<file path="config.mk">
export PLATFORM = sky130hd
export DESIGN_NAME = berlekamp_massey_locator_unit
export DESIGN_NICKNAME = d
export VERILOG_FILES = /design/src/bml_pkg.sv /design/src/bml_ram.sv /design/src/bml_gfmul.sv /design/src/berlekamp_massey_locator_unit.sv
export VERILOG_INCLUDE_DIRS = /design/src /design/src/src
export SDC_FILE = /design/constraint.sdc
export NUM_CORES = 2
export LEC_CHECK = 0
export BUFFER_PORTS_ARGS = -buffer_cell sky130_fd_sc_hd__buf_2
export CAP_MARGIN = 20
export CORE_UTILIZATION = 45
export DETAILED_ROUTE_END_ITERATION = 6
export MAX_ROUTING_LAYER = met4
export PLACE_DENSITY = 0.66
export SLEW_MARGIN = 40
export SYNTH_ARGS = -nofsm -noshare
export SYNTH_HDL_FRONTEND = slang
export SYNTH_SLANG_ARGS = --single-unit
</file>
<file path="constraint.sdc">
create_clock -name clock -period 13.73 [get_ports clock]
set_clock_uncertainty 0.1 [all_clocks]
set_input_delay 2.746 -clock clock [delete_from_list [all_inputs] [get_ports clock]]
set_output_delay 2.746 -clock clock [all_outputs]
set_load 0.01 [all_outputs]
</file>
<file path="src/berlekamp_massey_locator_unit_assert.svh">
// ----------------------------------------------------------------------------
// Assertion macros for the Berlekamp-Massey locator unit
// Implication checks on the rising clock edge, disabled during reset.
// ----------------------------------------------------------------------------
`ifndef BERLEKAMP_MASSEY_LOCATOR_UNIT_ASSERT_SVH
`define BERLEKAMP_MASSEY_LOCATOR_UNIT_ASSERT_SVH

// same-cycle implication
`define BML_ASSERT_IMP(label, clk, rst, ante, cons) \
   label: assert property (@(posedge clk) disable iff (rst) (ante) |-> (cons)) \
      else $error("bml: same-cycle check failed");

// next-cycle implication
`define BML_ASSERT_NXT(label, clk, rst, ante, cons) \
   label: assert property (@(posedge clk) disable iff (rst) (ante) |=> (cons)) \
      else $error("bml: next-cycle check failed");

`endif

</file>
<file path="src/bml_pkg.sv">
// ----------------------------------------------------------------------------
// bml_pkg
// Types and fixed port widths of the Berlekamp-Massey locator unit.
// ----------------------------------------------------------------------------
`default_nettype none

package bml_pkg;

   localparam int unsigned ELEM_PORT_W = 13;  // field element width on ports
   localparam int unsigned IDX_PORT_W  = 6;   // coefficient index width on ports
   localparam int unsigned REQ_DATA_W  = 16;
   localparam int unsigned RSP_DATA_W  = 24;
   localparam logic [ELEM_PORT_W-1:0] POLY_RESET = 13'd27;

   typedef enum logic [2:0] {
      ST_LOAD,
      ST_DISC_PRE,
      ST_DISC,
      ST_INV_SQ,
      ST_INV_MUL,
      ST_SCALE,
      ST_UPDATE,
      ST_OUT
   } state_type;

endpackage

`default_nettype wire

</file>
<file path="src/bml_ram.sv">
// ----------------------------------------------------------------------------
// bml_ram
// Generic single-write, single-read RAM with registered read data.
// ----------------------------------------------------------------------------
`default_nettype none

module bml_ram #(
   parameter int unsigned WIDTH = 13,
   parameter int unsigned DEPTH = 64
) (
   input  wire logic                     clock,
   input  wire logic                     wr_en,
   input  wire logic [$clog2(DEPTH)-1:0] wr_addr,
   input  wire logic [WIDTH-1:0]         wr_data,
   input  wire logic [$clog2(DEPTH)-1:0] rd_addr,
   output logic      [WIDTH-1:0]         rd_data
);

   logic [WIDTH-1:0] mem_ff [DEPTH];

   always_ff @(posedge clock) begin
      if (wr_en) begin
         mem_ff[wr_addr] <= wr_data;
      end
      rd_data <= mem_ff[rd_addr];
   end

endmodule

`default_nettype wire

</file>
<file path="src/bml_gfmul.sv">
// ----------------------------------------------------------------------------
// bml_gfmul
// GF(2^m) multiplier, shift-and-reduce by a programmable polynomial.
// ----------------------------------------------------------------------------
`default_nettype none

module bml_gfmul #(
   parameter int unsigned FIELD_BITS = 13
) (
   input  wire logic [FIELD_BITS-1:0] poly,
   input  wire logic [FIELD_BITS-1:0] op_a,
   input  wire logic [FIELD_BITS-1:0] op_b,
   output logic      [FIELD_BITS-1:0] product
);

   always_comb begin : mul_loop
      logic [FIELD_BITS:0] acc;
      logic [FIELD_BITS:0] red;
      acc = '0;
      red = {1'b1, poly};
      for (int bit_n = FIELD_BITS - 1; bit_n >= 0; bit_n--) begin
         acc = {acc[FIELD_BITS-1:0], 1'b0};
         if (acc[FIELD_BITS]) begin
            acc = acc ^ red;
         end
         if (op_b[bit_n]) begin
            acc = acc ^ {1'b0, op_a};
         end
      end
      product = acc[FIELD_BITS-1:0];
   end

endmodule

`default_nettype wire

</file>
<file path="src/berlekamp_massey_locator_unit.sv">
// ----------------------------------------------------------------------------
// berlekamp_massey_locator_unit
// Collects 2T syndromes, runs 2T Berlekamp-Massey iterations on one shared
// GF multiplier and streams out the T+1 error locator coefficients.
// ----------------------------------------------------------------------------
//  channel | dir | fields (low bit up)
//  req_    | in  | tdata: syndrome[12:0]; tlast: syndrome_last
//  rsp_    | out | tdata: coefficient[12:0], coeff_index[18:13]; tlast: coeff_last
//  csr_    | in  | data: field_poly[12:0], always ready
//
//  Loading: one syndrome word per cycle while idle.
//  Decoding: 2T iterations, each run in turn on the single shared multiplier
//  (discrepancy, m-1 square/multiply steps for the inverse, scale, update).
//  Output: T+1 words, one per cycle when rsp_tready is high; req_tready low
//  from the last syndrome until the final coefficient is taken.
//  Reset: synchronous, active high; no clearing pass.
// ----------------------------------------------------------------------------
`default_nettype none

module berlekamp_massey_locator_unit #(
   parameter int unsigned FIELD_BITS = 13,
   parameter int unsigned MAX_ERRORS = 32
) (
   input  wire logic                               clock,
   input  wire logic                               reset,
   input  wire logic                               req_tvalid,
   output logic                                    req_tready,
   input  wire logic [bml_pkg::REQ_DATA_W-1:0]     req_tdata,  // syndrome
   input  wire logic                               req_tlast,  // syndrome_last
   output logic                                    rsp_tvalid,
   input  wire logic                               rsp_tready,
   output logic      [bml_pkg::RSP_DATA_W-1:0]     rsp_tdata,  // coefficient, coeff_index
   output logic                                    rsp_tlast,  // coeff_last
   input  wire logic                               csr_valid,
   output logic                                    csr_ready,
   input  wire logic [bml_pkg::ELEM_PORT_W-1:0]    csr_data    // field_poly
);

   localparam int unsigned NCOEF = MAX_ERRORS + 1;
   localparam int unsigned NSYN  = 2 * MAX_ERRORS;
   localparam int unsigned AW    = $clog2(NSYN);
   localparam int unsigned IW    = $clog2(NCOEF);
   localparam int unsigned CW    = $clog2(NSYN + 1);
   localparam int unsigned EW    = CW + 2;
   localparam int unsigned JW    = $clog2(FIELD_BITS);
   localparam int unsigned FB    = FIELD_BITS;

   bml_pkg::state_type state_ff, state_in;

   logic [bml_pkg::ELEM_PORT_W-1:0] poly_ff;
   logic [CW-1:0] cnt_ff, cnt_in;
   logic [AW-1:0] k_ff, k_in;
   logic [IW-1:0] i_ff, i_in;
   logic [JW-1:0] j_ff, j_in;
   logic [CW:0]   len_ff, len_in;
   logic [FB-1:0] prevd_ff, prevd_in, d_ff, d_in, scale_ff, scale_in;
   logic [FB-1:0] invr_ff, invr_in, invsq_ff, invsq_in;
   logic [FB-1:0] hold_loc_ff, hold_loc_in, hold_corr_ff, hold_corr_in;
   logic          swap_ff, swap_in, sval_ff, sval_in;
   logic [FB-1:0] loc_ff [NCOEF];
   logic [FB-1:0] loc_in [NCOEF];
   logic [FB-1:0] corr_ff [NCOEF];
   logic [FB-1:0] corr_in [NCOEF];

   logic [FB-1:0] mul_a, mul_b, mul_p, syn_rd;
   logic          req_acc, rsp_acc, wr_en;
   logic [AW-1:0] rd_addr;
   logic [EW-1:0] rd_idx, rd_diff;
   logic          rd_ok, last_i, last_j;

   assign req_acc = req_tvalid && req_tready;
   assign rsp_acc = rsp_tvalid && rsp_tready;
   assign wr_en   = req_acc && (cnt_ff < CW'(NSYN));
   assign last_i  = (i_ff == IW'(NCOEF - 1));
   assign last_j  = (j_ff == JW'(FB - 1));
   assign csr_ready = 1'b1;

   bml_ram #(.WIDTH(FB), .DEPTH(NSYN)) u_syn_ram (
      .clock   (clock),
      .wr_en   (wr_en),
      .wr_addr (cnt_ff[AW-1:0]),
      .wr_data (FB'(req_tdata[bml_pkg::ELEM_PORT_W-1:0])),
      .rd_addr (rd_addr),
      .rd_data (syn_rd)
   );

   bml_gfmul #(.FIELD_BITS(FB)) u_mul (
      .poly    (FB'(poly_ff)),
      .op_a    (mul_a),
      .op_b    (mul_b),
      .product (mul_p)
   );

   // syndrome index k-i; taps beyond k or beyond the loaded count read as zero
   always_comb begin
      rd_idx  = (state_ff == bml_pkg::ST_DISC) ? EW'(i_ff) + EW'(1) : EW'(i_ff);
      rd_diff = EW'(k_ff) - rd_idx;
      rd_ok   = (rd_idx <= EW'(k_ff)) && (rd_diff < EW'(cnt_ff));
      rd_addr = rd_diff[AW-1:0];
   end

   // next state
   always_comb begin
      state_in = state_ff;
      unique case (state_ff)
         bml_pkg::ST_LOAD:     if (req_acc && req_tlast) state_in = bml_pkg::ST_DISC_PRE;
         bml_pkg::ST_DISC_PRE: state_in = bml_pkg::ST_DISC;
         bml_pkg::ST_DISC:     if (last_i) state_in = bml_pkg::ST_INV_SQ;
         bml_pkg::ST_INV_SQ:   state_in = bml_pkg::ST_INV_MUL;
         bml_pkg::ST_INV_MUL:  state_in = last_j ? bml_pkg::ST_SCALE : bml_pkg::ST_INV_SQ;
         bml_pkg::ST_SCALE:    state_in = bml_pkg::ST_UPDATE;
         bml_pkg::ST_UPDATE: begin
            if (last_i) begin
               state_in = (k_ff == AW'(NSYN - 1)) ? bml_pkg::ST_OUT : bml_pkg::ST_DISC_PRE;
            end
         end
         bml_pkg::ST_OUT:      if (rsp_acc && last_i) state_in = bml_pkg::ST_LOAD;
         default:              state_in = bml_pkg::ST_LOAD;
      endcase
   end

   // outputs and multiplier operand select
   always_comb begin
      req_tready = 1'b0;
      rsp_tvalid = 1'b0;
      mul_a      = '0;
      mul_b      = '0;
      unique case (state_ff)
         bml_pkg::ST_LOAD:    req_tready = 1'b1;
         bml_pkg::ST_DISC: begin
            mul_a = loc_ff[0];
            mul_b = sval_ff ? syn_rd : '0;
         end
         bml_pkg::ST_INV_SQ: begin
            mul_a = invsq_ff;
            mul_b = invsq_ff;
         end
         bml_pkg::ST_INV_MUL: begin
            mul_a = invr_ff;
            mul_b = invsq_ff;
         end
         bml_pkg::ST_SCALE: begin
            mul_a = d_ff;
            mul_b = invr_ff;
         end
         bml_pkg::ST_UPDATE: begin
            mul_a = scale_ff;
            mul_b = corr_ff[0];
         end
         bml_pkg::ST_OUT:     rsp_tvalid = 1'b1;
         default: ;
      endcase
   end

   assign rsp_tdata = {{(bml_pkg::RSP_DATA_W - bml_pkg::ELEM_PORT_W
                         - bml_pkg::IDX_PORT_W){1'b0}},
                       bml_pkg::IDX_PORT_W'(i_ff), bml_pkg::ELEM_PORT_W'(loc_ff[0])};
   assign rsp_tlast = last_i;

   // datapath
   always_comb begin
      cnt_in       = cnt_ff;
      k_in         = k_ff;
      i_in         = i_ff;
      j_in         = j_ff;
      len_in       = len_ff;
      prevd_in     = prevd_ff;
      d_in         = d_ff;
      scale_in     = scale_ff;
      invr_in      = invr_ff;
      invsq_in     = invsq_ff;
      hold_loc_in  = hold_loc_ff;
      hold_corr_in = hold_corr_ff;
      swap_in      = swap_ff;
      sval_in      = rd_ok;
      loc_in       = loc_ff;
      corr_in      = corr_ff;
      unique case (state_ff)
         bml_pkg::ST_LOAD: begin
            if (wr_en) cnt_in = cnt_ff + CW'(1);
            if (req_acc && req_tlast) begin
               for (int n = 0; n < NCOEF; n++) begin
                  loc_in[n]  = (n == 0) ? FB'(1) : '0;
                  corr_in[n] = (n == 1) ? FB'(1) : '0;
               end
               len_in   = '0;
               prevd_in = FB'(1);
               k_in     = '0;
               i_in     = '0;
            end
         end
         bml_pkg::ST_DISC_PRE: d_in = '0;
         bml_pkg::ST_DISC: begin
            d_in = d_ff ^ mul_p;
            for (int n = 0; n < NCOEF - 1; n++) loc_in[n] = loc_ff[n+1];
            loc_in[NCOEF-1] = loc_ff[0];
            i_in     = last_i ? '0 : i_ff + IW'(1);
            j_in     = JW'(1);
            invr_in  = FB'(1);
            invsq_in = prevd_ff;
         end
         bml_pkg::ST_INV_SQ:  invsq_in = mul_p;
         bml_pkg::ST_INV_MUL: begin
            invr_in = mul_p;
            j_in    = j_ff + JW'(1);
         end
         bml_pkg::ST_SCALE: begin
            scale_in     = mul_p;
            hold_loc_in  = '0;
            hold_corr_in = '0;
            swap_in      = (d_ff != '0) && ((CW+1)'(k_ff) >= {len_ff[CW-1:0], 1'b0});
            if ((d_ff != '0) && ((CW+1)'(k_ff) >= {len_ff[CW-1:0], 1'b0})) begin
               len_in   = (CW+1)'(k_ff) + (CW+1)'(1) - len_ff;
               prevd_in = d_ff;
            end
         end
         bml_pkg::ST_UPDATE: begin
            // corrections move up one place: x*corr or x*old locator
            for (int n = 0; n < NCOEF - 1; n++) begin
               loc_in[n]  = loc_ff[n+1];
               corr_in[n] = corr_ff[n+1];
            end
            loc_in[NCOEF-1]  = loc_ff[0] ^ mul_p;
            corr_in[NCOEF-1] = swap_ff ? hold_loc_ff : hold_corr_ff;
            hold_loc_in      = loc_ff[0];
            hold_corr_in     = corr_ff[0];
            i_in             = last_i ? '0 : i_ff + IW'(1);
            if (last_i) k_in = k_ff + AW'(1);
         end
         bml_pkg::ST_OUT: begin
            if (rsp_acc) begin
               for (int n = 0; n < NCOEF - 1; n++) loc_in[n] = loc_ff[n+1];
               loc_in[NCOEF-1] = loc_ff[0];
               i_in = last_i ? '0 : i_ff + IW'(1);
               if (last_i) cnt_in = '0;
            end
         end
         default: ;
      endcase
   end

   always_ff @(posedge clock) begin
      if (reset) begin
         state_ff <= bml_pkg::ST_LOAD;
         poly_ff  <= bml_pkg::POLY_RESET;
         cnt_ff   <= '0;
         k_ff     <= '0;
         i_ff     <= '0;
         len_ff   <= '0;
         prevd_ff <= FB'(1);
         for (int n = 0; n < NCOEF; n++) begin
            loc_ff[n]  <= (n == 0) ? FB'(1) : '0;
            corr_ff[n] <= (n == 1) ? FB'(1) : '0;
         end
      end else begin
         state_ff <= state_in;
         if (csr_valid && csr_ready) poly_ff <= csr_data;
         cnt_ff   <= cnt_in;
         k_ff     <= k_in;
         i_ff     <= i_in;
         len_ff   <= len_in;
         prevd_ff <= prevd_in;
         loc_ff   <= loc_in;
         corr_ff  <= corr_in;
      end
   end

   always_ff @(posedge clock) begin
      j_ff         <= j_in;
      d_ff         <= d_in;
      scale_ff     <= scale_in;
      invr_ff      <= invr_in;
      invsq_ff     <= invsq_in;
      hold_loc_ff  <= hold_loc_in;
      hold_corr_ff <= hold_corr_in;
      swap_ff      <= swap_in;
      sval_ff      <= sval_in;
   end

`include "berlekamp_massey_locator_unit_assert.svh"

   `BML_ASSERT_IMP(a_cnt_bound, clock, reset, 1'b1, cnt_ff <= CW'(NSYN))
   `BML_ASSERT_IMP(a_prevd_nonzero, clock, reset, 1'b1, prevd_ff != '0)
   `BML_ASSERT_IMP(a_one_side, clock, reset, rsp_tvalid, !req_tready)
   `BML_ASSERT_NXT(a_last_starts, clock, reset, req_acc && req_tlast, state_ff == bml_pkg::ST_DISC_PRE)

endmodule

`default_nettype wire
</file>
======== Word level (Yosys, flattened, before mapping) ========
Memory sizes are Yosys's and may differ from the RTL's. A register that Yosys moved wholly into a read port is not among the register bits.
Index checks and enable logic that the tools add are counted.
operators by class
  add/sub/neg operators ................... 8
  multiply operators ...................... 0
  div/mod/pow operators ................... 0
  magnitude comparators ................... 4
  eq/ne operators ......................... 18
  shift operators ......................... 0
  muxes and demuxes ....................... 68
  bitwise gates (word level) .............. 26
  reductions and logical operators ........ 27
operators with widths
  kind                                                            count
  429-bit one-hot mux with 4 select lines                         1
  429-bit 2-to-1 mux                                              3
  429-bit one-hot mux with 2 select lines                         1
  13-bit 2-to-1 mux                                               29
  13-bit bitwise XOR                                              26
  13-bit one-hot mux with 2 select lines                          6
  13-bit one-hot mux with 5 select lines                          1
  13-bit one-hot mux with 4 select lines                          1
  7-bit 2-to-1 mux                                                4
  6-bit 2-to-1 mux                                                4
  3-bit one-hot mux with 8 select lines                           1
  3-bit 2-to-1 mux                                                6
  6-bit one-hot mux with 3 select lines                           1
  8-bit 2-to-1 mux                                                2
  8-bit one-hot mux with 2 select lines                           1
  6-bit by 1-bit adder with 7-bit output (second input constant)  2
  2-bit inequality test (second input constant)                   7
  7-bit one-hot mux with 2 select lines                           1
  2-bit nonzero test                                              7
  13-bit nonzero test                                             1
  6-bit by 1-bit adder with 6-bit output (second input constant)  2
  3-bit == test (second input constant)                           4
  6-bit == test (second input constant)                           2
  6-bit one-hot mux with 2 select lines                           1
  22 further kinds                                                37
word-level totals
  flip-flop bits (word level) ............. 998
  latch bits .............................. 0
  memory bits (writable) .................. 832
  ROM bits ................................ 0
  input port bits ......................... 35
  output and inout bits ................... 28
  logic and storage cells ................. 234
  memories ................................ 1
memories
  name              words  bits a word  rd ports  clocked after memory_dff  wr ports  line           source
  u_syn_ram.mem_ff  64     13           1         1                         1         bml_ram.sv:19  logic [WIDTH-1:0] mem_ff [DEPTH];

======== Longest topological paths before layout ========
  depth in word-level cells ............... 54
  mapped depth ............................ 31
  gate-level depth less buffers ........... 25

======== By module ========
A second synthesis with hierarchy kept.
unflattened totals
  cells, all modules ...................... 6819
  area, all modules ....................... 76502.1 µm²
modules (own cells, without submodules)
  module                         times used  cells an instance  area each (µm²)  seq. area each (µm²)
  berlekamp_massey_locator_unit  1           4608               38712.1          20789.9
  bml_ram                        1           1402               32344.8          25244.2
  bml_gfmul                      1           809                5445.2           0.0

======== Worst setup path before layout ========
OpenSTA, ideal clock, no wires.
  path type ............................... register to register
  start point ............................. register state_ff[1]
  end point ............................... register loc_ff[9] in the netlist's numbering
  setup time .............................. 0.091 ns
  arrival time ............................ 6.288 ns
  required time ........................... 13.539 ns
  path slack .............................. 7.252 ns
  stages on the path, launching flop included .. 29
  cell sequence ........................... dfxtp_1 > buf_4 > buf_2 > buf_2 > mux2_1 > a221oi_1 > nor2_1 > xnor2_1 > xnor2_1 > xnor3_1 > xnor2_1 > and4_1 > clkbuf_1 > o211a_1 > nor4_2 > a211o_1 > a311o_1 > mux2_4 > o311ai_4 > xnor2_1 > mux2_4 > nor3_4 > buf_4 > o21ai_2 > xnor2_1 > inv_2 > nor2_1 > o21ai_1 > a311oi_1
on the way
  longest elaborated chain between the ends .. 53
  elaborated cells between the ends (all ways) .. 70
  classes of those cells .................. eq/ne (8); mux (30); bitwise (25); reduce/logical (7)
ends and longest elaborated chain
  element                                                                    line                                  source
  start, declared                                                            berlekamp_massey_locator_unit.sv:48   bml_pkg::state_type state_ff, state_in;
  start signal, assigned                                                     berlekamp_massey_locator_unit.sv:244  state_ff <= bml_pkg::ST_LOAD;
  start signal, assigned                                                     berlekamp_massey_locator_unit.sv:256  state_ff <= state_in;
  3-bit by 2-bit == test with 1-bit output or 3-bit == test (tied branches)  berlekamp_massey_locator_unit.sv:128  unique case (state_ff)
  2-bit OR reduction (no line)                                               n/a
  13-bit one-hot mux with 4 select lines                                     berlekamp_massey_locator_unit.sv:128
  13-bit 2-to-1 mux                                                          bml_gfmul.sv:26                       if (op_b[bit_n]) begin
  13-bit bitwise XOR                                                         bml_gfmul.sv:24                       acc = acc ^ red;
  13-bit 2-to-1 mux                                                          bml_gfmul.sv:23                       if (acc[FIELD_BITS]) begin
  13-bit bitwise XOR                                                         bml_gfmul.sv:27                       acc = acc ^ {1'b0, op_a};
  13-bit 2-to-1 mux                                                          bml_gfmul.sv:26
  [38 not listed]                                                            n/a
  13-bit 2-to-1 mux or 13-bit bitwise XOR (tied branches)                    bml_gfmul.sv:26, bml_gfmul.sv:27
  13-bit bitwise XOR or 13-bit 2-to-1 mux (tied branches)                    bml_gfmul.sv:24, bml_gfmul.sv:26
  13-bit 2-to-1 mux                                                          bml_gfmul.sv:23
  13-bit bitwise XOR                                                         bml_gfmul.sv:27
  13-bit 2-to-1 mux (*)                                                      bml_gfmul.sv:26
  via mul_p[9]                                                               berlekamp_massey_locator_unit.sv:65   logic [FB-1:0] mul_a, mul_b, mul_p, syn_rd;
  13-bit bitwise XOR (*)                                                     berlekamp_massey_locator_unit.sv:223  loc_in[NCOEF-1] = loc_ff[0] ^ mul_p;
  429-bit one-hot mux with 4 select lines (*)                                berlekamp_massey_locator_unit.sv:178  unique case (state_ff)
  end signal, assigned by index                                              berlekamp_massey_locator_unit.sv:252  loc_ff[n] <= (n == 0) ? FB'(1) : '0;
  end signal, assigned                                                       berlekamp_massey_locator_unit.sv:263  loc_ff <= loc_in;
  end, declared                                                              berlekamp_massey_locator_unit.sv:60   logic [FB-1:0] loc_ff [NCOEF];
The timed path passes the listed nets; every way through them passes the cells marked *.
A chain may end at the register's enable or synchronous reset.

======== Worst setup path after layout ========
Same ends and word-level chain as after synthesis.

==> results.md <==
- CTS tree: done
- Chip width: 409 um
- CTS sink count: 1842
- Internal power: 9630 uW
- Reg2Reg Launch Point: state_ff[1]
- Worst-Skew Late Latency: 0.83 ns
- Hold_buf cts: 0
- Peak VDD IR: 0.151 mV
- Gr busiest metal: met2
- Inserted Clock Buffers: 176
- Setup crit start: state_ff[1]
- Routed vias: 47000
- Worst rel slew slack: 0.404
- Post-synthesis cell count: 6278
- Switch share: 0.294
- R2R Path End: loc_ff[9]
- HP Class: register to register
- Filler cell count: 13800
- Final setup fails: 0
- H-tree levels: 4
- WL/cell: 18.8 um
- Worst-path fanout max: 83
- GR met2 Demand/Resource: 0.289
- Top_reg_cell synth: dfxtp_1
- Multi-input logic area: 26400 um^2
- All-Layer GR Usage: 0.190
- # DRC: 0
- Flop pwr share: 0.438
- FF+latch area: 46000 um^2
- Maxcap violations: 0
- Starting Density: 0.455
- Critical Path RT: 14.36 ns
- GRT Residual Overflow: 0
- FF-to-FF path depth: 25
- Cell count after placement: 8071
- Post-CTS Setup Repair Bufs: 0
- Worst Tran Pin Value: 0.887 ns
- Crit path DAT: 9.93 ns
- Core footprint: 164000 um^2
- Final #Nets: 6147
- Slew Limit Fails: 0
- Logic gate share of total power: 0.214
- PortBufs: 53
- IO Pins: 63
- Drt pass-1 iters: 6
- Cell Area, Synth: 74500 um^2
- Clock Power Share: 0.348
- Vias in the first global route: 43800
- Register bit total from synthesis: 1842
- Rows: 148
- WS Path Type: register to register
- Initial DRC Count: 4866
- Die area: 167000 um^2
- Met1 Track Usage GR: 0.255
- Final hold vios: 0
- Resized Gates After CTS: 0
- Register area share after synthesis: 0.618
- Status: complete, no violations
- Grt met3 use: 0.0407
- Post-synth EDFFs: 915
- Setup TNS: 0 ns
- LEAKAGE: 0.0264 uW
- Pwr/cell area: 165 nW/um^2
- Share of layout cells above drive strength 1: 0.128
- R2R Setup Slk: 4.43 ns
- Post-synth ARST share: 0
- Non-Filler Instances: 8397
- Dpl hpwl: 94400 um
- Die Y: 409 um
- Largest net degree at the start of global routing: 213
- Reg clk slew, reported paths: 0.06 ns
- Clock Root Buffer: clkbuf_16
- Fmax: 108 MHz
- Min Tclk post-route: 9.30 ns
- Synthesis-to-layout area growth: 10.7%
- DRT Wirelength: 158000 um
- Syn_area_per_cell: 11.9 um^2
- RSZ-0062 raised after global routing: no
- Crit end category: register
- Final Power: 13600 uW
- Yosys warns: 0
- Drt via density: 5.60
- Startpoint types: register
- Final period util: 0.677
- Final ANT Viol Nets: 0
- Placer congestion estimate: 0.887
- First-pass GRT wire length: 249000 um
- Clock tree buffer depth: 3
- Sw Pwr: 4010 uW
- Library cells used by synthesis: 99
- Initial antenna violation count: 3
- Worst Setup EP: loc_ff[9]
synthesized netlist by cell type (25+ instances only):
cell | n | area, um^2
mux4_2 | 260 | 5860
nor2_1 | 762 | 2860
dfxtp_1 | 927 | 18600
a211oi_1 | 25 | 188
xor2_1 | 41 | 359
and3_1 | 39 | 244
clkbuf_1 | 434 | 1630
nand2_1 | 616 | 2310
a21oi_1 | 513 | 2570
o21ai_0 | 57 | 285
edfxtp_1 | 915 | 27500
buf_1 | 43 | 161
mux2i_1 | 55 | 551
inv_1 | 36 | 135
nor2b_1 | 30 | 188
a22oi_1 | 426 | 3200
xnor2_1 | 252 | 2210
nand3_1 | 465 | 2330
ha_1 | 34 | 425
cell type report:
cell class / instances / area share
Antenna cell: 2 / 0.0000607
Clock buffer: 230 / 0.0582
Clock inverter: 92 / 0.0111
Inverter: 48 / 0.00219
Multi-Input combinational cell: 3863 / 0.321
Sequential cell: 1842 / 0.559
Tap cell: 2175 / 0.0330
Timing Repair Buffer: 145 / 0.0161
critical path, cell delays in order (launching register included):
cell and delay (ns):
dfxtp_2 0.33, buf_4 0.67, inv_1 0.51, a32o_1 0.41, nor2_4 0.38, o21bai_1 0.20, a311oi_4 0.43, xnor3_1 0.62
nand2_1 0.22, xor2_4 0.25, a211o_1 0.32, and4_1 0.29, nor4_2 0.54, a2111oi_2 0.21, a31oi_4 0.48, a211o_1 0.24
o311ai_4 0.10, xnor2_1 0.48, mux2_4 0.37, nor3_4 0.60, o21ai_2 0.13, xnor2_1 0.74, inv_2 0.12, nor2_1 0.13
o21ai_1 0.06, a311oi_1 0.24
worst min path at each step:
stage	start	endpoint	slack, ns	depth (start not counted)
final	loc_ff[150]	loc_ff[163]	0.34	2
after global routing	loc_ff[64]	loc_ff[64]	0.36	2
after CTS	loc_ff[150]	loc_ff[163]	0.34	2
after detailed placement	loc_ff[74]	loc_ff[74]	0.34	2
after global placement	loc_ff[412]	loc_ff[412]	0.34	2
after floorplan	len_ff[2]	len_ff[2]	0.33	2
power by group through the flow:
stage	logic, uW	registers (uW)	clock network [uW]
finish	2910	5970	4750
global route	3100	5970	5070
CTS	2910	5970	4850
detailed placement	2900	6090	0
global placement	2830	6090	0
floorplan	2090	6030	0
registers in the layout, indices dropped and copies added (netlist names):
register           count
poly_ff               13
invsq_ff              13
corr_ff              429
len_ff                 7
scale_ff              13
u_syn_ram.rd_data     13
invr_ff               13
swap_ff                1
prevd_ff              13
state_ff               3
j_ff                   4
rsp_tdata             13
hold_corr_ff          13
loc_ff               416
i_ff                   6
sval_ff                1
k_ff                   6
hold_loc_ff           13
u_syn_ram.mem_ff     832
d_ff                  13
cnt_ff                 7
routing by layer:
| layer | vias up | part of all wire | routed length, um |
|---|---|---|---|
| met2 | 1247 | 0.47 | 73700 |
| li1 | 22300 | - | - |
| met4 | 0 | 0.025 | 3940 |
| met5 | - | 0 | 0 |
| met1 | 23200 | 0.44 | 69200 |
| met3 | 245 | 0.070 | 11000 |
metrics by stage:
stage | utilization | hold slack [ns] | setup WS (ns) | cell area (um^2)
finish | 0.504 | 0.344 | 4.43 | 82400
global route | 0.504 | 0.362 | 3.85 | 82400
CTS | 0.503 | 0.343 | 4.05 | 82300
detailed placement | 0.468 | 0.343 | 4.10 | 76600
global placement | 0.466 | 0.338 | 4.14 | 76200
floorplan | - | 0.332 | 7.25 | 74500
logic make-up (layout without fill, tap and decap cells):
family,after synthesis,in the layout,share of synthesized area
xor+xnor,311,311,0.0393
other cells,2,8,0.000101
simple gates,2018,2018,0.117
fa+ha+maj,36,36,0.00625
flops,1842,1842,0.618
mux,334,334,0.0890
compound gates,1158,1158,0.0993
buf+inv,577,515,0.0313
placed cells by master (no fill, tap or decap), types with 10 or more instances in the layout:
master | netlist | routed
o211ai_1 | 10 | 10
inv_1 | 36 | 36
nor2_1 | 762 | 712
nor3_1 | 14 | 12
a21oi_1 | 513 | 511
clkbuf_16 | 0 | 178
dfxtp_1 | 927 | 925
mux2i_1 | 55 | 55
xnor2_1 | 252 | 249
buf_4 | 22 | 74
xor2_1 | 41 | 38
nand3_1 | 465 | 465
nand2_1 | 616 | 614
o21ai_0 | 57 | 56
or3_1 | 15 | 15
and3_1 | 39 | 39
nor2b_1 | 30 | 28
ha_1 | 34 | 33
a22oi_1 | 426 | 426
a311oi_1 | 11 | 11
nor2_2 | 0 | 47
clkinv_2 | 0 | 27
xnor2_2 | 8 | 11
clkinv_1 | 3 | 28
buf_6 | 7 | 13
clkbuf_1 | 434 | 37
edfxtp_1 | 915 | 915
buf_12 | 0 | 11
o21ai_1 | 23 | 22
a211oi_1 | 25 | 25
mux4_2 | 260 | 260
nand2b_1 | 11 | 11
buf_2 | 23 | 39
clkbuf_8 | 0 | 15
(Power assumes the default switching activity.)
